===== config.mk =====
export PLATFORM = sky130hd
export DESIGN_NAME = hmm_front_flat
export DESIGN_NICKNAME = d
export VERILOG_FILES = /design/src/design/hmm_pkg.sv /design/src/design/hmm_req_if.sv /design/src/design/hmm_front.sv /design/src/flat_wrapper.sv
export SDC_FILE = /design/constraint.sdc
export NUM_CORES = 1
export LEC_CHECK = 0
export BUFFER_PORTS_ARGS = -buffer_cell sky130_fd_sc_hd__buf_2
export CORE_AREA = 2 2 51 53
export DETAILED_ROUTE_END_ITERATION = 10
export DIE_AREA = 0 0 53 55
export GPL_TIMING_DRIVEN = 0
export PLACE_DENSITY = 0.81
export SLEW_MARGIN = 25
export SYNTH_ARGS = -nofsm -noshare
export SYNTH_HDL_FRONTEND = slang
export SYNTH_SLANG_ARGS = --single-unit

===== constraint.sdc =====
create_clock -name vclk -period 1.1
set_input_delay 0 -clock vclk [all_inputs]
set_output_delay 0 -clock vclk [all_outputs]
set_load 0.03 [all_outputs]

===== src/design/hmm_pkg.sv =====
// Shared types, constants and decode helpers of the memory map bus slave.
`default_nettype none
package hmm_pkg;

	localparam int WramDepth = 4096;
	localparam int WramAw    = 12;
	localparam int HramDepth = 127;
	localparam int HramAw    = 7;
	localparam int IoCount   = 17;
	localparam int IoSelW    = 5;

	typedef enum logic [3:0] {
		REG_ROM0     = 4'd0,
		REG_ROMX     = 4'd1,
		REG_VRAM     = 4'd2,
		REG_EXTRAM   = 4'd3,
		REG_WRAM0    = 4'd4,
		REG_WRAM1    = 4'd5,
		REG_ECHO     = 4'd6,
		REG_OAM      = 4'd7,
		REG_UNUSABLE = 4'd8,
		REG_IO       = 4'd9,
		REG_IO_UNK   = 4'd10,
		REG_HRAM     = 4'd11,
		REG_IE       = 4'd12
	} region_t;

	// Which storage an access reaches in the back end.
	typedef enum logic [2:0] {
		TGT_NONE = 3'd0,
		TGT_ROM  = 3'd1,
		TGT_WRAM = 3'd2,
		TGT_IO   = 3'd3,
		TGT_HRAM = 3'd4,
		TGT_IE   = 3'd5
	} target_t;

	typedef enum logic [IoSelW-1:0] {
		IO_SB   = 5'd0,
		IO_SC   = 5'd1,
		IO_DIV  = 5'd2,
		IO_TIMA = 5'd3,
		IO_TMA  = 5'd4,
		IO_TAC  = 5'd5,
		IO_IF   = 5'd6,
		IO_LCDC = 5'd7,
		IO_SCY  = 5'd8,
		IO_SCX  = 5'd9,
		IO_LY   = 5'd10,
		IO_LYC  = 5'd11,
		IO_BGP  = 5'd12,
		IO_OBP0 = 5'd13,
		IO_OBP1 = 5'd14,
		IO_WY   = 5'd15,
		IO_WX   = 5'd16
	} io_reg_t;

	typedef struct packed {
		logic    hit;
		io_reg_t sel;
	} io_hit_t;

	typedef struct packed {
		logic                is_write;
		region_t             region;
		target_t             target;
		io_reg_t             io_sel;
		logic                serviced;
		logic [WramAw-1:0]   index;
		logic [7:0]          wdata;
		logic [7:0]          rom;
	} cmd_t;

	// Low byte of an FFxx address to I/O register.
	function automatic io_hit_t io_lookup(input logic [7:0] lo);
		io_hit_t r;
		r.hit = 1'b1;
		r.sel = IO_SB;
		case (lo)
			8'h01:   r.sel = IO_SB;
			8'h02:   r.sel = IO_SC;
			8'h04:   r.sel = IO_DIV;
			8'h05:   r.sel = IO_TIMA;
			8'h06:   r.sel = IO_TMA;
			8'h07:   r.sel = IO_TAC;
			8'h0f:   r.sel = IO_IF;
			8'h40:   r.sel = IO_LCDC;
			8'h42:   r.sel = IO_SCY;
			8'h43:   r.sel = IO_SCX;
			8'h44:   r.sel = IO_LY;
			8'h45:   r.sel = IO_LYC;
			8'h47:   r.sel = IO_BGP;
			8'h48:   r.sel = IO_OBP0;
			8'h49:   r.sel = IO_OBP1;
			8'h4a:   r.sel = IO_WY;
			8'h4b:   r.sel = IO_WX;
			default: r.hit = 1'b0;
		endcase
		return r;
	endfunction

	function automatic logic [7:0] io_reset_value(input logic [IoSelW-1:0] sel);
		logic [7:0] v;
		case (sel)
			IO_LCDC: v = 8'h91;
			IO_BGP:  v = 8'hfc;
			IO_OBP0: v = 8'hff;
			IO_OBP1: v = 8'hff;
			default: v = 8'h00;
		endcase
		return v;
	endfunction

endpackage
`default_nettype wire


===== src/design/hmm_req_if.sv =====
// Bus access channel: valid/ready plus the access fields.
`default_nettype none
interface hmm_req_if;
	logic        valid;
	logic        ready;
	logic        mode;
	logic [15:0] address;
	logic [7:0]  write_data;
	logic [7:0]  rom_byte;

	modport source (output valid, output mode, output address, output write_data,
		output rom_byte, input ready);
	modport sink (input valid, input mode, input address, input write_data,
		input rom_byte, output ready);
endinterface
`default_nettype wire


===== src/design/hmm_front.sv =====
// Front end: accepts bus accesses and decodes the address into a command.
`default_nettype none
module hmm_front (
	hmm_req_if.sink            req,
	input  wire logic          q_ready,
	input  wire logic          clearing,
	output logic               q_valid,
	output hmm_pkg::cmd_t      q_data
);
	hmm_pkg::io_hit_t io;
	hmm_pkg::cmd_t    cmd;

	assign req.ready = q_ready && !clearing;
	assign q_valid   = req.valid && !clearing;
	assign q_data    = cmd;

	always_comb begin
		io           = hmm_pkg::io_lookup(req.address[7:0]);
		cmd.is_write = req.mode;
		cmd.index    = req.address[hmm_pkg::WramAw-1:0];
		cmd.wdata    = req.write_data;
		cmd.rom      = req.rom_byte;
		cmd.io_sel   = io.sel;
		cmd.target   = hmm_pkg::TGT_NONE;
		cmd.serviced = 1'b0;
		case (req.address) inside
			[16'h0000:16'h3fff]: begin
				cmd.region   = hmm_pkg::REG_ROM0;
				cmd.target   = req.mode ? hmm_pkg::TGT_NONE : hmm_pkg::TGT_ROM;
				cmd.serviced = !req.mode;
			end
			[16'h4000:16'h7fff]: cmd.region = hmm_pkg::REG_ROMX;
			[16'h8000:16'h9fff]: cmd.region = hmm_pkg::REG_VRAM;
			[16'ha000:16'hbfff]: cmd.region = hmm_pkg::REG_EXTRAM;
			[16'hc000:16'hcfff]: begin
				cmd.region   = hmm_pkg::REG_WRAM0;
				cmd.target   = hmm_pkg::TGT_WRAM;
				cmd.serviced = 1'b1;
			end
			[16'hd000:16'hdfff]: cmd.region = hmm_pkg::REG_WRAM1;
			[16'he000:16'hfdff]: cmd.region = hmm_pkg::REG_ECHO;
			[16'hfe00:16'hfe9f]: cmd.region = hmm_pkg::REG_OAM;
			[16'hfea0:16'hfeff]: cmd.region = hmm_pkg::REG_UNUSABLE;
			[16'hff00:16'hff7f]: begin
				if (io.hit) begin
					cmd.region   = hmm_pkg::REG_IO;
					cmd.target   = hmm_pkg::TGT_IO;
					// line counter is read-only
					cmd.serviced = !(req.mode && io.sel == hmm_pkg::IO_LY);
				end else begin
					cmd.region = hmm_pkg::REG_IO_UNK;
				end
			end
			[16'hff80:16'hfffe]: begin
				cmd.region   = hmm_pkg::REG_HRAM;
				cmd.target   = hmm_pkg::TGT_HRAM;
				cmd.serviced = 1'b1;
			end
			default: begin
				cmd.region   = hmm_pkg::REG_IE;
				cmd.target   = hmm_pkg::TGT_IE;
				cmd.serviced = 1'b1;
			end
		endcase
	end
endmodule
`default_nettype wire


===== src/flat_wrapper.sv =====
// flat-port wrapper written by rule: the top's interface ports become plain ports
module hmm_front_flat 
  (q_ready, clearing, q_valid, q_data, req_valid, req_mode, req_address, req_write_data, req_rom_byte, req_ready);
  hmm_req_if req_i ();
  input  wire logic q_ready;
  input  wire logic clearing;
  output logic q_valid;
  output hmm_pkg::cmd_t q_data;
  input wire logic [$bits(req_i.valid)-1:0] req_valid;
  input wire logic [$bits(req_i.mode)-1:0] req_mode;
  input wire logic [$bits(req_i.address)-1:0] req_address;
  input wire logic [$bits(req_i.write_data)-1:0] req_write_data;
  input wire logic [$bits(req_i.rom_byte)-1:0] req_rom_byte;
  output wire logic [$bits(req_i.ready)-1:0] req_ready;
  assign req_i.valid = req_valid;
  assign req_i.mode = req_mode;
  assign req_i.address = req_address;
  assign req_i.write_data = req_write_data;
  assign req_i.rom_byte = req_rom_byte;
  assign req_ready = req_i.ready;
  hmm_front u_core (.req(req_i), .q_ready(q_ready), .clearing(clearing), .q_valid(q_valid), .q_data(q_data));
endmodule

# Word level (Yosys, flattened, before mapping)
# Index checks and enable logic that the tools add are counted.
# Widths: inputs -> output; s select.
# op_classes
add_sub_neg	0
multipliers	0
div_mod_pow	0
magnitude_cmp	22
eq_ne	18
shifts	0
mux	38
bitwise_logic	0
reduce_logical	18
# ops
operator	count
$ge 16x16->1 const B	9
$le 16x16->1 const B	9
$eq 8x7->1 const B	10
$pmux 5 s16	1
$mux 4	10
$mux 3	11
$eq 8x3->1 const B	4
$reduce_or 17->1	1
$ge 16x1->1 const B	1
$ge 16x15->1 const B	1
$le 16x14->1 const B	1
$le 16x15->1 const B	1
$logic_and 1x1->1	14
$mux 1	14
$eq 8x1->1 const B	1
$eq 8x2->1 const B	1
$eq 8x4->1 const B	1
$eq 5x4->1 const B	1
$mux 2	2
$logic_not 1->1	3
# word_totals
register_bits	0
latch_bits	0
ram_bits	0
rom_bits	0
inputBits	36
output_inout_bits	44
elab_cells	96
mem_count	0

# Depth between registers and ports, before layout
# Gate-level depths: netlist (run 1).
# depth
word_depth	16
mapped_depth	6

# Least setup slack after synthesis (run 1)
# OpenSTA, ideal clock, no wires.
# synth_path
path_kind	in2out
startpoint	in req_address[2]
endpoint	out q_data[28] in the netlist's numbering
arrival_time_ps	1932
required_ps	1100
path_slack_ps	-832
stages	5
path_buffers	1
path_cell_list	buf_2 -> a21bo_2 -> nor4_1 -> nor3b_1 -> o32ai_1
# synth_rtl
element	line	text
from (decl)	flat_wrapper.sv:11	input wire logic [$bits(req_i.address)-1:0] req_address;
to (decl)	flat_wrapper.sv:8	output hmm_pkg::cmd_t q_data;

==> impl_metrics.json, run 1 <==
{
  "peakVddDrop_uv": 327,
  "max_freq_mhz": 717,
  "gp_congestion": 0.820,
  "die_x_um": 53,
  "final-hold-violation-count": 0,
  "vias_per_cell": 5.19,
  "cp_cell_sequence": "buf_2, and3_4, and4_4, a211o_1, a41o_1, o32ai_2, buf_4",
  "setup_viol": 6,
  "power.density_nw_per_um2": 423,
  "dp_hpwl_mm": 1.86,
  "finalWirelength_mm": 2.90,
  "synth.largest_area_cell": "buf_4",
  "cpMaxStageDelayCell": "a211o_1",
  "synth_mux_area_frac": 0.0129,
  "seqCellArea_um2": 0,
  "finish.utilization": 0.678,
  "drtAntennaViolNets": 0,
  "worstSetupPathType": "in -> out",
  "yosys.area_share.simple": 0.325,
  "violations": "setup timing",
  "multiInputGateArea_um2": 722,
  "syn_avg_cell_area_um2": 6.49,
  "grt_pass1_wl_mm": 3.92,
  "drc": 0,
  "path_depth": 7,
  "period_share": 1.27,
  "syn_inst": 120,
  "synth.cell_area_um2": 778,
  "grtUsageTotal": 0.169,
  "crit_family": "compound AO/OA/AOI/OAI gates",
  "n_sequential_cell": 0,
  "row_count": 18,
  "yosysMostFrequentCell": "buf_4",
  "min_from": "req_write_data[0]",
  "dieArea_um2": 2920,
  "start_util": 0.329,
  "die_h_um": 55,
  "finalSetupTns_ns": -1.23,
  "nNetsFinal": 233,
  "grt-ovfl-total": 0,
  "area_growth_pct": 106,
  "end_kind": "output pin",
  "whs_ns": 0.249,
  "min_period_ns": 1.40,
  "antenna_found_initial": 0,
  "synth_compound_area_frac": 0.302,
  "synth_commonest_cells": "29 x buf_4, 9 x nor2_1, 8 x a21oi_1",
  "required_ns": 1.10,
  "ctsHoldBuffers": 0,
  "hp-class": "in -> out",
  "hold-path-endpoint": "q_data[8]",
  "hold_depth": 2,
  "core_area_um2": 2360,
  "arrival_ns": 1.40,
  "crit_buf_inv": 2,
  "slew_viol_final": 0,
  "status": "complete, but fails checks",
  "drt_first_pass_iters": 4,
  "slew_headroom": 0.826,
  "ys_warn_count": 0,
  "cap_viol_max_count": 0,
  "clkbuf_count": 0,
  "synthTopCellsByArea": "buf_4 28%, a21oi_1 5.1%, nand2b_1 4.8%",
  "fin_ws_ns": -0.295,
  "synth_cell_types": 37,
  "io_buffers": 61,
  "ys_seq_area_frac": 0,
  "fill_cells": 186,
  "worstPathMaxFanout": 9,
  "synth_fa_ha_area_frac": 0,
  "cp-start-kind": "input pin",
  "grt_pass1_vias": 909,
  "drive_gt1_frac": 0.733,
  "tightest_slew_ns": 0.262,
  "synth_xor_area_frac": 0.0113,
  "synth_top_family_by_area": "buffers and inverters",
  "rsz0062_at_grt": "yes",
  "synth_top_cell_area_share": 0.280,
  "post_drt_wl_per_cell_um": 12.9,
  "antenna_cells": 0,
  "ios": 80,
  "vias": 1167,
  "drt-initial-drc-count": 16,
  "slowest_delay_ns": 0.29,
  "leakagePower_uw": 0.000784,
  "grt_max_degree": 11,
  "syn-num-nets": 156
}
==> kinds of logic (layout without fill, tap and decap cells) <==
logic type | after synthesis | in the layout
AO/OA/AOI/OAI | 32 | 32
multiplexers | 1 | 1
AND/OR/NAND/NOR | 45 | 45
buffers and inverters | 41 | 116
XOR/XNOR | 1 | 1
==> worst max path at each step <==
stage | end | start | slack, ns
floorplan | q_data[28] | req_address[7] | -0.30
global placement | q_data[28] | req_address[7] | -0.47
detailed placement | q_data[28] | req_address[7] | -0.49
CTS | q_data[28] | req_address[4] | -0.28
global route | q_data[28] | req_address[6] | -0.36
finish | q_data[28] | req_address[13] | -0.30
==> layout by cell type (no fill, tap or decap), types with 2 or more instances in the layout <==
cell       n
nor2b_1    4
nand2b_4   2
and4_4     2
a21oi_4    2
nor3b_2    2
nand3_1    2
and2_1     2
a211o_1    2
a21oi_1    4
a31oi_1    3
buf_6     17
a21oi_2    2
o21ai_1    2
nand2b_1   4
and3_1     2
clkbuf_4   3
nand2_1    5
buf_4     42
nor2_2     2
inv_1      4
buf_2     45
o21bai_1   2
nor4_4     2
nor3_4     3
nor2_1     6
buf_8      5
==> layout make-up <==
class | count | area share
multi-input combinational | 79 | 0.450
timing repair buffer | 76 | 0.334
buffer | 36 | 0.183
inverter | 4 | 0.00936
tap | 30 | 0.0234
==> timing repair <==
| action | in CTS | in global routing |
|---|---|---|
| cloned | 0 | 0 |
| setup endpoints to repair | 10 | 10 |
| resized for setup | 57 | 15 |
| setup buffers | 10 | 6 |
| pin swaps | 12 | 11 |
==> where the power goes <==
group / internal (uW) / total, uW / switching [uW] / leakage, uW
Combinational: 301 / 679 / 378 / 0.000784
Sequential: 0 / 0 / 0 / 0
Clock: 0 / 0 / 0 / 0
Total: 301 / 679 / 378 / 0.000784
==> stage by stage <==
| stage | setup WS, ns | area (um2) | total power (uW) | cells |
|---|---|---|---|---|
| 6_report | -0.295 | 1600 | 679 | 225 |
| 5_1_grt | -0.363 | 1600 | 719 | 225 |
| 4_1_cts | -0.285 | 1510 | 637 | 220 |
| 3_5_place_dp | -0.489 | 1230 | 540 | 211 |
| 3_3_place_gp | -0.470 | 1230 | 537 | 211 |
| 2_1_floorplan | -0.295 | 885 | 400 | 120 |
==> metal layers <==
metal | track usage | up-vias | wire length [um] | share of wire
met4 | 0.0385 | 0 | 55 | 0.019
met2 | 0.319 | 63 | 1490 | 0.51
met5 | 0 | - | 0 | 0
met1 | 0.212 | 542 | 1120 | 0.39
li1 | - | 554 | - | -
met3 | 0.00806 | 8 | 234 | 0.081
(Power assumes the default switching activity.)
==> run 2: changes to the inputs <==
- CORE_AREA: 2 2 51 53 -> 3 3 52 54
- DIE_AREA: 0 0 53 55 -> 0 0 55 57
==> impl_metrics.json, run 2 (synthesized netlist as in run 1, its figures left out) <==
{
  "cpMaxStageDelayCell": "a211o_1",
  "dp_hpwl_mm": 2.13,
  "drt-initial-drc-count": 50,
  "final-hold-violation-count": 0,
  "finish.utilization": 0.731,
  "violations": "setup timing",
  "ios": 80,
  "status": "complete, but fails checks",
  "die_h_um": 57,
  "power.density_nw_per_um2": 428,
  "layout_commonest_cell": "buf_2",
  "grt_pass1_wl_mm": 4.37,
  "antenna_found_initial": 0,
  "crit_buf_inv": 2,
  "drt_first_pass_iters": 4,
  "peakVddDrop_uv": 297,
  "vias": 1194,
  "core_area_um2": 2250,
  "gp_congestion": 0.754,
  "slowest_delay_ns": 0.32,
  "antenna_cells": 0,
  "worstSetupPathType": "in -> out",
  "io_buffers": 61,
  "total_power_uw": 706,
  "start_util": 0.345,
  "row_count": 17,
  "die_x_um": 55,
  "area_growth_pct": 112,
  "cap_viol_max_count": 0,
  "post_drt_wl_per_cell_um": 15.0,
  "slew_viol_final": 0,
  "grtUsageTotal": 0.174,
  "finalWirelength_mm": 3.38,
  "fill_cells": 174,
  "leakagePower_uw": 0.000800,
  "max_freq_mhz": 746,
  "period_share": 1.22,
  "clkbuf_count": 0,
  "vias_per_cell": 5.28,
  "setup_viol": 8,
  "end_kind": "output pin",
  "final_cell_mix": "47 x buf_2, 46 x buf_4, 14 x buf_6",
  "rsz0062_at_grt": "yes",
  "grt_pass1_vias": 1049,
  "n_sequential_cell": 0,
  "grt_max_degree": 11,
  "tightest_slew_ns": 0.271,
  "slew_headroom": 0.818,
  "ctsHoldBuffers": 0,
  "nNetsFinal": 236,
  "hp-class": "in -> out",
  "required_ns": 1.10,
  "grt-ovfl-total": 0,
  "dieArea_um2": 3140,
  "cp_cell_sequence": "buf_8, nor3_4, o221ai_4, a211o_1, a41o_1, o32ai_2, buf_4",
  "drtAntennaViolNets": 0,
  "cp-start-kind": "input pin",
  "drive_gt1_frac": 0.742,
  "worstPathMaxFanout": 5,
  "crit_family": "compound AO/OA/AOI/OAI gates",
  "seqCellArea_um2": 0,
  "drc": 0,
  "min_period_ns": 1.34,
  "arrival_ns": 1.34,
  "fin_ws_ns": -0.241
}
[run 2: changes by cell type in the layout (fill, tap and decap cells not counted), moves of 2 or more]
cell      previous run  this run
buf_2               45        47
buf_4               42        46
buf_6               17        14
clkbuf_4             3         0
o21ai_0              1         3
o21ai_1              2         0
[run 2: metal layers]
metal / wire [um] / vias up / GRT usage
met5: 0 / - / 0
met4: 81 / 0 / 0
met3: 276 / 10 / 0.00261
met2: 1700 / 81 / 0.334
met1: 1330 / 545 / 0.222
li1: - / 558 / -
[run 2: metrics by stage]
step | setup slack [ns] | area, um2 | hold slack [ns] | cells | setup TNS (ns)
floorplan | -0.295 | 885 | 0.0917 | 120 | -0.679
global placement | -0.477 | 1220 | 0.252 | 209 | -2.38
detailed placement | -0.509 | 1220 | 0.252 | 209 | -2.65
CTS | -0.223 | 1510 | 0.251 | 223 | -1.15
global route | -0.285 | 1650 | 0.259 | 226 | -1.74
finish | -0.241 | 1650 | 0.250 | 226 | -1.37
[run 2: power breakdown]
group          total [uW]  switching, uW  internal [uW]
combinational         706            389            317
sequential              0              0              0
clock                   0              0              0
[run 2: repair_timing]
item / 4_1_cts / 5_1_grt
pin swaps: 8 / 11
buffers inserted: 13 / 2
cloned: 2 / 1
resized for setup: 51 / 27
hold endpoints to repair: 0 / 0
setup endpoints to repair: 10 / 10
[run 2: path summary, 6_finish.rpt]
check,start,endpoint,slack [ns],depth (start not counted)
worst max-delay path,req_address[5],q_data[28],-0.24,7
worst min-delay path,req_write_data[0],q_data[8],0.25,2
[run 2: cell type report]
class              count  area [um2]  area share
plain buffers         36         305       0.185
well taps             28        35.0      0.0212
multi-input cells     79         726       0.440
inverters              4        15.0     0.00910
repair buffers        79         568       0.344
==> run 3: changes to the inputs <==
- PLACE_DENSITY: 0.81 -> not set
- PLACE_DENSITY_LB_ADDON: not set -> 0.08
==> impl_metrics.json, run 3 (synthesized netlist as in run 1, its figures left out) <==
{
  "drt-initial-drc-count": 5,
  "grt-ovfl-total": 0,
  "area_growth_pct": 96.1,
  "tightest_slew_ns": 0.263,
  "drt_first_pass_iters": 4,
  "end_kind": "output pin",
  "max_freq_mhz": 742,
  "arrival_ns": 1.35,
  "p_seq_frac": 0,
  "finalWirelength_mm": 2.83,
  "dp_slack_ns": -0.483,
  "drtAntennaViolNets": 0,
  "die_h_um": 57,
  "drc": 0,
  "dp_hpwl_mm": 2.11,
  "layout_commonest_cell": "buf_2",
  "min_period_ns": 1.35,
  "grtUsageTotal": 0.183,
  "worstSetupPathType": "in -> out",
  "rsz0062_at_grt": "yes",
  "grt_pass1_wl_mm": 4.62,
  "slew_viol_final": 0,
  "cp-start-kind": "input pin",
  "met2_length_mm": 1.40,
  "post_drt_wl_per_cell_um": 13.1,
  "grt_max_degree": 11,
  "n_sequential_cell": 0,
  "seqCellArea_um2": 0,
  "setup_viol": 7,
  "core_area_um2": 2250,
  "final_cell_mix": "45 x buf_2, 42 x buf_4, 14 x buf_6",
  "row_count": 17,
  "worstPathMaxFanout": 4,
  "ctsHoldBuffers": 0,
  "gp_congestion": 0.795,
  "required_ns": 1.10,
  "io_buffers": 61,
  "nNetsFinal": 227,
  "ios": 80,
  "final-hold-violation-count": 0,
  "die_x_um": 55,
  "dieArea_um2": 3140,
  "vias_per_cell": 5.04,
  "power.switching_uw": 367,
  "start_util": 0.345,
  "total_power_uw": 651,
  "violations": "setup timing",
  "clkbuf_count": 0,
  "antenna_cells": 0,
  "leakagePower_uw": 0.000740,
  "status": "complete, but fails checks",
  "p_comb_frac": 1.000,
  "top_layer": "met4",
  "drive_gt1_frac": 0.725,
  "peakVddDrop_uv": 295,
  "period_share": 1.22,
  "slew_headroom": 0.823,
  "power.density_nw_per_um2": 426,
  "cap_viol_max_count": 0,
  "wl_met3_um": 253,
  "antenna_found_initial": 0,
  "hp-class": "in -> out",
  "p_int_uw": 284,
  "wl_met1_mm": 1.15,
  "fill_cells": 195,
  "fin_ws_ns": -0.247,
  "swShare": 0.563,
  "grt_pass1_vias": 1096,
  "clock_power_share": 0,
  "vias": 1094
}
## run 3: cell count changes in the layout (fill, tap and decap cells not counted), sizes merged
cell  change
buf       -9
## run 3: final cells by class
cell class         count  area, um2  area share
plain buffers         36        302       0.198
inverters              4       15.0     0.00984
multi-input cells     79        706       0.462
well taps             28       35.0      0.0230
repair buffers        70        469       0.307
## run 3: worst paths after layout
kind / start / to / slack, ns / cells past startpoint
setup / recovery: req_address[4] / q_data[28] / -0.25 / 7
hold / removal: req_write_data[0] / q_data[8] / 0.25 / 2
## run 3: repair_timing
action	4_1_cts	5_1_grt
setup buffers	9	0
pin swaps	10	3
gates resized for setup	60	9
endpoints found under the hold margin	0	0
endpoints found under the setup margin	10	10
## run 3: critical path, cell delays in order
cell     delay (ns)
buf_8          0.10
or3_4          0.41
buf_6          0.14
nor4_4         0.18
nor3b_2        0.24
o32ai_2        0.10
buf_4          0.17
## run 3: stage by stage
step,std cells,setup TNS (ns),utilization,cell area (um2),hold WS (ns)
after floorplan,120,-0.679,-,885,0.0917
after global placement,209,-2.45,0.543,1220,0.252
after detailed placement,209,-2.58,0.543,1220,0.252
after CTS,217,-0.755,0.667,1500,0.251
after global routing,217,-1.39,0.677,1530,0.255
final,217,-0.956,0.677,1530,0.250
## run 3: layer usage
metal,global-route usage,up-vias
li1,-,536
met1,0.245,489
met2,0.318,65
met3,0.0183,4
met4,0.0243,0
met5,0,-
## run 3: power groups by stage
stage	Clock (uW)	Combinational [uW]	Sequential (uW)
CTS	0	638	0
floorplan	0	400	0
finish	0	651	0
global placement	0	539	0
global route	0	694	0
detailed placement	0	544	0
