File: config.mk
export PLATFORM = sky130hd
export DESIGN_NAME = hmm_queue
export DESIGN_NICKNAME = d
export VERILOG_FILES = /design/src/design/hmm_pkg.sv /design/src/design/hmm_queue.sv
export SDC_FILE = /design/constraint.sdc
export NUM_CORES = 1
export LEC_CHECK = 0
export BUFFER_PORTS_ARGS = -buffer_cell sky130_fd_sc_hd__buf_4
export CAP_MARGIN = 15
export CORE_ASPECT_RATIO = 1.25
export CORE_MARGIN = 2
export CORE_UTILIZATION = 52
export DETAILED_ROUTE_END_ITERATION = 6
export GPL_TIMING_DRIVEN = 0
export HOLD_SLACK_MARGIN = 0.06
export MAX_ROUTING_LAYER = met4
export PLACE_DENSITY = 0.78
export SLEW_MARGIN = 10
export SYNTH_ARGS = -nofsm -noshare
export SYNTH_HDL_FRONTEND = slang
export SYNTH_SLANG_ARGS = --single-unit
File: constraint.sdc
create_clock -name clk -period 3.3 [get_ports clk]
set_clock_uncertainty 0.05 [all_clocks]
set_input_delay 0.165 -clock clk [delete_from_list [all_inputs] [get_ports clk]]
set_output_delay 0.165 -clock clk [all_outputs]
set_load 0.1 [all_outputs]
File: src/design/hmm_pkg.sv
// Shared types, constants and decode helpers of the memory map bus slave.
`default_nettype none
package hmm_pkg;

	localparam int WramDepth = 4096;
	localparam int WramAw    = 12;
	localparam int HramDepth = 127;
	localparam int HramAw    = 7;
	localparam int IoCount   = 17;
	localparam int IoSelW    = 5;

	typedef enum logic [3:0] {
		REG_ROM0     = 4'd0,
		REG_ROMX     = 4'd1,
		REG_VRAM     = 4'd2,
		REG_EXTRAM   = 4'd3,
		REG_WRAM0    = 4'd4,
		REG_WRAM1    = 4'd5,
		REG_ECHO     = 4'd6,
		REG_OAM      = 4'd7,
		REG_UNUSABLE = 4'd8,
		REG_IO       = 4'd9,
		REG_IO_UNK   = 4'd10,
		REG_HRAM     = 4'd11,
		REG_IE       = 4'd12
	} region_t;

	// Which storage an access reaches in the back end.
	typedef enum logic [2:0] {
		TGT_NONE = 3'd0,
		TGT_ROM  = 3'd1,
		TGT_WRAM = 3'd2,
		TGT_IO   = 3'd3,
		TGT_HRAM = 3'd4,
		TGT_IE   = 3'd5
	} target_t;

	typedef enum logic [IoSelW-1:0] {
		IO_SB   = 5'd0,
		IO_SC   = 5'd1,
		IO_DIV  = 5'd2,
		IO_TIMA = 5'd3,
		IO_TMA  = 5'd4,
		IO_TAC  = 5'd5,
		IO_IF   = 5'd6,
		IO_LCDC = 5'd7,
		IO_SCY  = 5'd8,
		IO_SCX  = 5'd9,
		IO_LY   = 5'd10,
		IO_LYC  = 5'd11,
		IO_BGP  = 5'd12,
		IO_OBP0 = 5'd13,
		IO_OBP1 = 5'd14,
		IO_WY   = 5'd15,
		IO_WX   = 5'd16
	} io_reg_t;

	typedef struct packed {
		logic    hit;
		io_reg_t sel;
	} io_hit_t;

	typedef struct packed {
		logic                is_write;
		region_t             region;
		target_t             target;
		io_reg_t             io_sel;
		logic                serviced;
		logic [WramAw-1:0]   index;
		logic [7:0]          wdata;
		logic [7:0]          rom;
	} cmd_t;

	// Low byte of an FFxx address to I/O register.
	function automatic io_hit_t io_lookup(input logic [7:0] lo);
		io_hit_t r;
		r.hit = 1'b1;
		r.sel = IO_SB;
		case (lo)
			8'h01:   r.sel = IO_SB;
			8'h02:   r.sel = IO_SC;
			8'h04:   r.sel = IO_DIV;
			8'h05:   r.sel = IO_TIMA;
			8'h06:   r.sel = IO_TMA;
			8'h07:   r.sel = IO_TAC;
			8'h0f:   r.sel = IO_IF;
			8'h40:   r.sel = IO_LCDC;
			8'h42:   r.sel = IO_SCY;
			8'h43:   r.sel = IO_SCX;
			8'h44:   r.sel = IO_LY;
			8'h45:   r.sel = IO_LYC;
			8'h47:   r.sel = IO_BGP;
			8'h48:   r.sel = IO_OBP0;
			8'h49:   r.sel = IO_OBP1;
			8'h4a:   r.sel = IO_WY;
			8'h4b:   r.sel = IO_WX;
			default: r.hit = 1'b0;
		endcase
		return r;
	endfunction

	function automatic logic [7:0] io_reset_value(input logic [IoSelW-1:0] sel);
		logic [7:0] v;
		case (sel)
			IO_LCDC: v = 8'h91;
			IO_BGP:  v = 8'hfc;
			IO_OBP0: v = 8'hff;
			IO_OBP1: v = 8'hff;
			default: v = 8'h00;
		endcase
		return v;
	endfunction

endpackage
`default_nettype wire

File: src/design/hmm_queue.sv
// Small FIFO of decoded commands between the front and back ends.
`default_nettype none
module hmm_queue #(
	parameter int Depth = 2
) (
	input  wire logic          clk,
	input  wire logic          arst_n,
	input  wire logic          push_valid,
	output logic               push_ready,
	input  wire hmm_pkg::cmd_t push_data,
	output logic               pop_valid,
	input  wire logic          pop,
	output hmm_pkg::cmd_t      pop_data
);
	localparam int PtrW = (Depth > 1) ? $clog2(Depth) : 1;
	localparam int CntW = $clog2(Depth + 1);

	hmm_pkg::cmd_t   mem_q [Depth];
	logic [PtrW-1:0] wr_ptr_q;
	logic [PtrW-1:0] rd_ptr_q;
	logic [CntW-1:0] count_q;
	logic            do_push;
	logic            do_pop;

	assign push_ready = (count_q != CntW'(Depth));
	assign pop_valid  = (count_q != '0);
	assign do_push    = push_valid && push_ready;
	assign do_pop     = pop && pop_valid;
	assign pop_data   = mem_q[rd_ptr_q];

	always_ff @(posedge clk) begin
		if (do_push) begin
			mem_q[wr_ptr_q] <= push_data;
		end
	end

	always_ff @(posedge clk or negedge arst_n) begin
		if (!arst_n) begin
			wr_ptr_q <= '0;
			rd_ptr_q <= '0;
			count_q  <= '0;
		end else begin
			if (do_push) begin
				wr_ptr_q <= (wr_ptr_q == PtrW'(Depth - 1)) ? '0 : wr_ptr_q + 1'b1;
			end
			if (do_pop) begin
				rd_ptr_q <= (rd_ptr_q == PtrW'(Depth - 1)) ? '0 : rd_ptr_q + 1'b1;
			end
			if (do_push && !do_pop) begin
				count_q <= count_q + 1'b1;
			end else if (do_pop && !do_push) begin
				count_q <= count_q - 1'b1;
			end
		end
	end
endmodule
`default_nettype wire

# ---- Word level (Yosys, flattened, before mapping)
# Memory sizes are Yosys's and may differ from the RTL's.
# Index checks and enable logic that the tools add are counted.
dict set report word_totals {
  word_cells 23
  out_inout_bits 44
  mem_count 1
  ff_bits 4
  ramBits 84
}
dict set report op_classes {
  muxes 6
  n_eq_ne 1
  add_sub_neg 4
  reduce_logical 8
}
# memory depth word_bits rd rd_clocked_by_memory_dff write_ports line
set mem_list {}
lappend mem_list {mem_q 2 42 1 0 1 hmm_queue.sv:18} ;# hmm_pkg::cmd_t mem_q [Depth];
# cell n
set op_table {}
lappend op_table {{1-bit logical AND} 4}
lappend op_table {{1-bit 2-to-1 mux} 4}
lappend op_table {{2-bit 2-to-1 mux} 2}
lappend op_table {{2-bit nonzero test} 2}
lappend op_table {{1-bit adder, second input constant} 2}
lappend op_table {{2-bit by 1-bit adder with 2-bit output, second input constant} 1}
lappend op_table {{1-bit logical NOT} 2}
lappend op_table {{2-bit inequality test, second input constant} 1}
lappend op_table {{2-bit by 1-bit subtractor with 2-bit output, second input constant} 1}

# ---- Logic depth before layout (Yosys ltp)
# Gate-level depths: netlist of the first run.
dict set report depth {
  word_depth 6
  ltp_mapped 7
}

# ---- Worst setup path before layout of the first run
# No wires, ideal clock.
dict set report synth_path {
  path_kind {flip-flop to flip-flop}
  from {register count_q[0]}
  to {memory mem_q[0][0] in the netlist's numbering, enable pin}
  n_path_buf 0
  path_slack_ns -0.448
  required_time_ns 2.808
  synth_period_minus_slack_ns 3.748
  arrival_ns 3.256
  setup_time_ns 0.442
  path_stages_with_launch 4
  cell_sequence {dfrtp_1 > nand2b_1 > nand2_1 > nor2_1}
}
dict set report synth_between {
  elab_chain_len 4
}
# item line
set synth_lines {}
lappend synth_lines {{start, declared} hmm_queue.sv:21} ;# logic [CntW-1:0] count_q;
lappend synth_lines {{start signal, assigned} hmm_queue.sv:50} ;# count_q <= count_q + 1'b1;
lappend synth_lines {{start signal, assigned} hmm_queue.sv:52} ;# count_q <= count_q - 1'b1;
lappend synth_lines {{2-bit inequality test} hmm_queue.sv:25} ;# assign push_ready = (count_q != CntW'(Depth));
lappend synth_lines {{net push_ready} hmm_queue.sv:9} ;# output logic push_ready,
lappend synth_lines {{1-bit logical AND} hmm_queue.sv:27} ;# assign do_push = push_valid && push_ready;
lappend synth_lines {{1-bit 2-to-1 mux} hmm_queue.sv:32} ;# if (do_push) begin
lappend synth_lines {{1-bit 2-to-1 mux (implied by the code)} hmm_queue.sv:33} ;# mem_q[wr_ptr_q] <= push_data;
lappend synth_lines {{end, declared} hmm_queue.sv:18}
# The timed path passes the listed nets, and every way through them passes these cells.

# ---- Worst setup path in the final report of the first run
dict set report layout_path {
  from {register count_q[0]}
  to {memory mem_q[0][28] in the netlist's numbering, enable pin}
}
dict set report layout_between {
  elab_chain_len 4
}
# item line
set layout_lines {}
lappend layout_lines {{2-bit inequality test} hmm_queue.sv:25}
lappend layout_lines {{1-bit logical AND} hmm_queue.sv:27}
lappend layout_lines {{1-bit 2-to-1 mux} hmm_queue.sv:32}
lappend layout_lines {{1-bit 2-to-1 mux (implied by the code)} hmm_queue.sv:33}
# Every way passes these cells.

==> impl_metrics.toml, run 1 <==
[clock_tree]
cts_made_buffers = 9
clock_latency_ns = 0.33
cts_root_buf = "clkbuf_8"
clk_pin_slew_ns = 0.07
cts.path.max_buffers = 2
cts_tree = "built"
htree_levels = 3
cts.repair.resized = 0
cts.sinks = 88

[setup_path]
worst-path-stages = 4
crit_path_end_kind = "flop"
cp_slowest_stage_delay_ns = 0.54
crit_arrival_ns = 1.88
crit_path_top_delay_cell = "nor2_4"
crit_family = "simple AND/OR/NAND/NOR gates"
criticalPathCategory = "flop to flop"
cp.required_ns = 3.29
crit_chain = "nand2b_1 -> nand2_1 -> nor2_4 -> buf_16"
r2r-end = "mem_q[0][28]$_DFFE_PP_"
start_kind = "flop"
rr_startpoint = "count_q[0]$_DFFE_PN0P_"
rr_worst_depth = 4
worst-r2r-setup-slack_ns = 1.41
cp_num_buf_inv = 1
critical_path.max_fanout = 23

[route]
ant_nets = 0
vias = 1799
drt_iter0_drc = 61
post_drt_wl_per_cell_um = 15.1
drtPass1Iterations = 4
viasPerCell = 4.66
drc = 0
wirelength_mm = 5.82

[global_routing]
grt_max_degree = 24
grt_antenna_before_repair = 0
grt_first_pass_wirelength_mm = 8.98
grt_usage_pct = 17.2
grt_pass1_vias = 1891
grt.overflow.total = 0

[worst_hold_path]
hold_path.class = "primary input to flop"
min_to = "rd_ptr_q$_DFFE_PN0P_"
hold_start = "pop"
min_path_cells = 3

[yosys]
synth-seq-cells = 88
ys_warn_count = 0
ys_types = 15
syn_nets = 196
syn_area_sq_um = 3430
synth_area_per_cell_sq_um = 23.0
synthCells = 149
ys_seq_area_share_pct = 76.5
synth.largest_area_cell = "edfxtp_1"
ys_top_cells_by_area = "edfxtp_1 (74%), mux2_4 (17%), dfrtp_1 (2.9%), buf_12 (2.3%), mux2_2 (0.99%)"
synth_top_area_share_pct = 73.6

[timing]
max_freq_mhz = 528
setup_viol = 0
layout_min_cycle_time_ns = 1.89
setup_tns_ns = 0
maxSlewViolCount = 0
finalCritPeriodShare_pct = 57.4
max_slew.worst_pin.slew_ns = 0.654
rsz0062_at_grt = "no"
final_hold_viol_count = 0
slew_headroom_pct = 56.3

[placed_design]
hpwl_mm = 3.60
globalplace.congestion = 0.649
place.port_buffers = 89
placement.cell_area_sq_um = 4270

[floorplan]
placementRows = 33
core-area_sq_um = 6480
start_util_pct = 52.9
pin_count = 90
fp.dieH_um = 94.8
fp.dieW_um = 76.6
die-area_sq_um = 7260

[flow_run]
maxCapViolations = 0

[status]
outcome = "finished clean"

[final_layout]
num-nets-final = 341
n_antenna_cell = 0
syn_to_final_growth_pct = 43.1
layout_common_cells = "buf_4 (89), edfxtp_1 (84), dlygate4sd3_1 (43)"
final_area_sq_um = 4900
final_common_cell = "buf_4"
drive_above_1_share_pct = 50.8
-- kinds of logic after synthesis --
family,Yosys count,synth area share (%)
muxes,42,18.1
and+or+nand+nor,7,0.986
buffers and inverters,6,2.77
DFF,88,76.5
adders and majority gates,1,0.365
xor gates and xnor gates,5,1.28
-- synthesized netlist by cell type, drive strengths merged --
master,instances
buf,5
dfrtp,4
inv,1
edfxtp,84
nand2,2
nand2b,1
mux2,42
nor2,2
or2,1
ha,1
xnor2,3
xor2,2
and3,1
-- sequential cells by signal, indices dropped and copies added (netlist names) --
signal,flops
wr_ptr_q,1
rd_ptr_q,1
count_q,2
mem_q,84
-- area by class of cell --
cell class                 instances  area (sq um)
timing repair buffer             134          1150
fill                             373          1580
clock buffer                      13           139
buffer                             5          91.3
sequential                        88          2620
tap                               87           109
clock inverter                     3          67.6
inverter                           1          3.75
multi-input combinational         55           718
-- worst min-delay path, cell delays in order --
cell,delay (ns)
buf_4,0.11
nand2_1,0.09
xnor2_1,0.07
-- through the flow --
stage / setup slack, ns / utilization (%) / hold WS, ns / std cells
2_1_floorplan: 0.239 / - / -0.181 / 149
3_3_place_gp: 0.505 / 64.9 / -0.0880 / 325
3_5_place_dp: 1.42 / 65.8 / -0.0835 / 327
4_1_cts: 1.38 / 75.7 / 0.0698 / 386
5_1_grt: 1.28 / 75.7 / 0.0833 / 386
6_report: 1.41 / 75.7 / 0.0914 / 386
-- metal layers --
layer  part of all wire [%]  global-route usage (%)
met1                     38                    18.3
met2                     57                    30.6
met3                    3.8                    5.35
met4                    1.2                    5.91
met5                      0                       -
-- what timing repair did --
item	in CTS	in global routing
hold buffers	43	0
hold endpoints to repair	88	0
buffers inserted	0	0
-- worst max path at each step --
stage / from / endpoint
global route: count_q[0]$_DFFE_PN0P_ / mem_q[0][28]$_DFFE_PP_
finish: count_q[0]$_DFFE_PN0P_ / mem_q[0][28]$_DFFE_PP_
floorplan: count_q[0]$_DFFE_PN0P_ / mem_q[0][0]$_DFFE_PP_
global placement: count_q[0]$_DFFE_PN0P_ / mem_q[0][34]$_DFFE_PP_
CTS: count_q[0]$_DFFE_PN0P_ / mem_q[0][29]$_DFFE_PP_
detailed placement: count_q[0]$_DFFE_PN0P_ / mem_q[0][34]$_DFFE_PP_
Power of run 1 is not shown: default switching activity piles up to over one toggle a cycle in this logic, so the estimate is an artifact.
==> run 2, diff against run 1 <==
Settings changed: CORE_UTILIZATION 52 to 47, PLACE_DENSITY 0.78 to 0.74.
Clock period 3.3 ns to 1.54 ns, I/O delays scaled along.
==> run 2 against run 1 <==
Cell count increased by 3.6%. The run now ends with setup timing left. Non-clock buffer count up 9. Via count rose by 6.1%. Clock-buffer cell count fell by 4. Setup slack lost 1.5 ns. Core utilization increased by 3.5 points. Die area up 10%. First-iteration DRC count grew 16%. Sequential cell count unchanged.
==> impl_metrics.toml, run 2 (synthesis results as in run 1) <==
[timing]
setup_tns_ns = -4.08
finalCritPeriodShare_pct = 108
setup_viol = 42
maxSlewViolCount = 0
slew_headroom_pct = 77.4
max_slew.worst_pin.slew_ns = 0.339
finalWorstSetupSlack_ns = -0.116
max_freq_mhz = 604
final_hold_viol_count = 0
rsz0062_at_grt = "yes"
layout_min_cycle_time_ns = 1.66

[route]
ant_nets = 0
drtPass1Iterations = 4
drc = 0
wirelength_mm = 7.04
drt_iter0_drc = 71
vias = 1909
post_drt_wl_per_cell_um = 17.6
viasPerCell = 4.77

[placed_design]
hpwl_mm = 3.60
place.port_buffers = 89
placement.cell_area_sq_um = 4260
place_inst = 329
globalplace.congestion = 0.676
pre_cts_ws_ns = -0.415

[status]
violations = "setup timing"
outcome = "complete, but fails checks"

[global_routing]
grt_max_degree = 24
grt_antenna_before_repair = 0
grt.overflow.total = 0
grt_usage_pct = 19.1
grt_first_pass_wirelength_mm = 10.5
grt_pass1_vias = 2052

[setup_path]
cp_slowest_stage_delay_ns = 0.38
crit_chain = "buf_6 -> buf_12 -> mux2_4 -> buf_12"
crit_arrival_ns = 1.53
crit_path_end_kind = "primary output"
r2r-end = "count_q[1]$_DFFE_PN0P_"
criticalPathCategory = "flop to primary output"
cp_num_buf_inv = 3
crit_path_top_delay_cell = "dfrtp_1"
crit_top_cell = "buf_12"
cp.required_ns = 1.41
critical_path.max_fanout = 10
worst-r2r-setup-slack_ns = -0.01
crit_family = "buffers and inverters"
rr_worst_depth = 6
start_kind = "flop"
rr_startpoint = "count_q[1]$_DFFE_PN0P_"

[clock_tree]
cts_root_buf = "clkbuf_8"
cts.path.max_buffers = 2
cts_tree = "built"
clk_pin_slew_ns = 0.09
htree_levels = 3
cts_made_buffers = 9
cts.sinks = 88
clock_latency_ns = 0.35

[flow_run]
maxCapViolations = 0

[worst_hold_path]
min_path_cells = 2
hold_path.class = "primary input to flop"
min_to = "mem_q[0][18]$_DFFE_PP_"
hold_start = "push_data[18]"

[final_layout]
num-nets-final = 352
top_regs = "mem_q: 84 flops, count_q: 2 flops"
final_common_cell = "edfxtp_1"
top_register = "mem_q"
syn_to_final_growth_pct = 62.1
layout_common_cells = "edfxtp_1 (84), buf_4 (51), buf_12 (46), dlygate4sd3_1 (46), mux2_4 (41)"
final_area_sq_um = 5560
instances_no_fill = 400
drive_above_1_share_pct = 54.5
largest_reg_flops = 84
n_antenna_cell = 0

[floorplan]
fp.dieW_um = 80.4
placementRows = 34
core-area_sq_um = 7020
start_util_pct = 48.8
pin_count = 90
fp.dieH_um = 99.5
die-area_sq_um = 7990
run 2: worst max path at each step:
stage | startpoint | end | slack [ns] | cells after the start
finish | rd_ptr_q$_DFFE_PN0P_ | pop_data[0] | -0.12 | 4
global placement | count_q[0]$_DFFE_PN0P_ | mem_q[0][7]$_DFFE_PP_ | -0.52 | 3
floorplan | count_q[0]$_DFFE_PN0P_ | mem_q[0][0]$_DFFE_PP_ | -0.41 | 3
global route | rd_ptr_q$_DFFE_PN0P_ | pop_data[0] | -0.18 | 4
CTS | rd_ptr_q$_DFFE_PN0P_ | pop_data[12] | -0.14 | 4
detailed placement | count_q[0]$_DFFE_PN0P_ | mem_q[1][4]$_DFFE_PP_ | -0.41 | 2
run 2: metrics by stage:
step | hold slack, ns | utilization [%]
3_5_place_dp | -0.173 | 60.7
4_1_cts | 0.375 | 78.0
3_3_place_gp | -0.175 | 60.3
2_1_floorplan | -0.269 | -
6_report | 0.395 | 79.2
5_1_grt | 0.378 | 79.2
run 2: layer usage:
| layer | vias to the layer above | routed length, um | GRT usage (%) |
|---|---|---|---|
| li1 | 895 | - | - |
| met1 | 942 | 2720 | 21.5 |
| met2 | 56 | 3920 | 32.1 |
| met3 | 16 | 189 | 4.36 |
| met4 | 0 | 208 | 8.87 |
| met5 | - | 0 | - |
run 2: timing repair:
action	4_1_cts	5_1_grt
setup endpoints to repair	127	44
buffers inserted	1	6
resized for setup	125	11
pin swaps	4	3
gates cloned	2	0
hold buffers	46	0
hold endpoints to repair	90	0
run 2: cell type report:
class / instances / area [sq um]
Buffer: 5 / 91.3
Clock buffer: 9 / 124
Clock inverter: 7 / 71.3
Fill cell: 383 / 1460
Inverter: 1 / 3.75
Multi-Input combinational cell: 57 / 786
Sequential cell: 88 / 2620
Tap cell: 90 / 113
Timing Repair Buffer: 143 / 1750
Power of run 2 is left out for the same reason.
==> run 3, diff against run 2 <==
Settings changed: CORE_ASPECT_RATIO 1.25 to 2, GPL_ROUTABILITY_DRIVEN set to 0, RECOVER_POWER set to 50.
==> run 3 against run 2 <==
The flow still finishes with violations (setup timing). First-iteration DRC count is 23% lower. Clock-buffer cell count up 1. Fmax up 0.20%. Critical path depth did not move. Sequential share of layout area fell by 0.40 points. Non-clock buffer count is 1 lower. Via count is 0.63% higher. Cell count unchanged. Setup slack improved by 0.0033 ns. Worst hold slack improved by 0.053 ns. Design area up 0.86%. Critical path type unchanged. Critical endpoint is now pop_data[32].
==> impl_metrics.toml, run 3 (synthesis results as in run 1) <==
[status]
outcome = "complete, but fails checks"
violations = "setup timing"

[setup_path]
crit_path_end_kind = "primary output"
start_kind = "flop"
criticalPathCategory = "flop to primary output"
cp.required_ns = 1.41
critical_path.max_fanout = 10
crit_arrival_ns = 1.53

[floorplan]
fp.dieW_um = 64.4
core-area_sq_um = 7160
die-area_sq_um = 8030
fp.dieH_um = 125
start_util_pct = 47.9
pin_count = 90
placementRows = 44

[final_layout]
multi_input_area_sq_um = 802
final_common_cell = "edfxtp_1"
largest_reg_flops = 84
layout_common_cells = "edfxtp_1 (84), buf_12 (46), dlygate4sd3_1 (46)"
regArea_sq_um = 2620
syn_to_final_growth_pct = 63.5
num-nets-final = 350
n_antenna_cell = 0
fillCellCount = 423
top_register = "mem_q"
drive_above_1_share_pct = 50.3
instances_no_fill = 400
top_regs = "mem_q: 84 flops, count_q: 2 flops"

[route]
vias = 1921
drt_iter0_drc = 55
drtPass1Iterations = 4
drc = 0
wirelength_mm = 6.84
post_drt_wl_per_cell_um = 17.1
viasPerCell = 4.80
ant_nets = 0

[clock_tree]
clock_latency_ns = 0.32
htree_levels = 3
clk_pin_slew_ns = 0.06
cts_made_buffers = 9
cts_root_buf = "clkbuf_16"
cts.sinks = 88
cts_tree = "built"
cts.path.max_buffers = 2

[timing]
final_hold_viol_count = 0
max_slew.worst_pin.slew_ns = 0.330
maxSlewViolCount = 0
max_freq_mhz = 605
rsz0062_at_grt = "yes"
slew_headroom_pct = 78.0
layout_min_cycle_time_ns = 1.65
finalWorstSetupSlack_ns = -0.112
finalCritPeriodShare_pct = 107
setup_viol = 40
holdWs_ns = 0.448
setup_tns_ns = -3.85

[global_routing]
grt.overflow.total = 0
busiest_layer = "met2"
grt_pass1_vias = 2137
grt_util_met1_pct = 20.0
grt_first_pass_wirelength_mm = 10.8
grt_usage_pct = 19.2
grt_use_met2_pct = 34.1
grt_max_degree = 28
use_met3_pct = 5.33
grt_antenna_before_repair = 0

[placed_design]
hpwl_mm = 3.60
place_inst = 331
place.port_buffers = 89

[flow_run]
maxCapViolations = 0

[worst_hold_path]
hold_path.class = "primary input to flop"
run 3: changes by cell type in the layout (fill, tap and decap cells not counted), moves of 9 or more:
cell and delta:
buf_4 -45, clkbuf_1 +12, clkbuf_16 +10, clkbuf_4 +32, clkbuf_8 -9
run 3: layout make-up:
type | instances | share of cell area, %
sequential | 88 | 46.8
buffer | 5 | 1.79
multi-input combinational | 56 | 14.3
timing repair buffer | 142 | 30.4
clock buffer | 10 | 4.09
inverter | 1 | 0.0670
clock inverter | 6 | 0.469
tap | 92 | 2.05
run 3: worst paths after layout:
check / from / end / slack [ns] / cells past startpoint
worst max register to register: count_q[1]$_DFFE_PN0P_ / count_q[1]$_DFFE_PN0P_ / 0.02 / 6
worst min-delay path: push_data[20] / mem_q[1][20]$_DFFE_PP_ / 0.45 / 2
min in group asynchronous: arst_n / wr_ptr_q$_DFFE_PN0P_ / 0.69 / 3
worst min register to register: wr_ptr_q$_DFFE_PN0P_ / wr_ptr_q$_DFFE_PN0P_ / 0.55 / 1
max in group asynchronous: arst_n / rd_ptr_q$_DFFE_PN0P_ / 0.56 / 3
worst max-delay path: rd_ptr_q$_DFFE_PN0P_ / pop_data[32] / -0.11 / 4
run 3: timing repair:
| item | in CTS | in global routing |
|---|---|---|
| pin swaps | 3 | 3 |
| hold endpoints to repair | 90 | 0 |
| gates resized for setup | 126 | 9 |
| hold buffers | 46 | 0 |
| buffers inserted | 4 | 0 |
| endpoints found under the setup margin | 112 | 43 |
| gates cloned | 2 | 1 |
run 3: routing by layer:
metal  up-vias  part of all wire [%]
met5         -                     0
met4         0                  0.53
met3         4                   6.1
met2        84                    58
met1       939                    35
li1        894                     -
run 3: stage by stage:
stage / utilization, % / area [sq um] / setup slack [ns]
after CTS: 77.7 / 5560 / -0.125
after global routing: 78.3 / 5600 / -0.158
after floorplan: - / 3450 / -0.407
final: 78.3 / 5600 / -0.112
after detailed placement: 59.4 / 4250 / -0.382
after global placement: 59.2 / 4230 / -0.501
run 3: worst max-delay path: stages (launching register included):
cell,delay (ns)
dfrtp_1,0.39
buf_12,0.16
buf_12,0.15
mux2_4,0.32
buf_12,0.17
Power of run 3 is left out for the same reason.
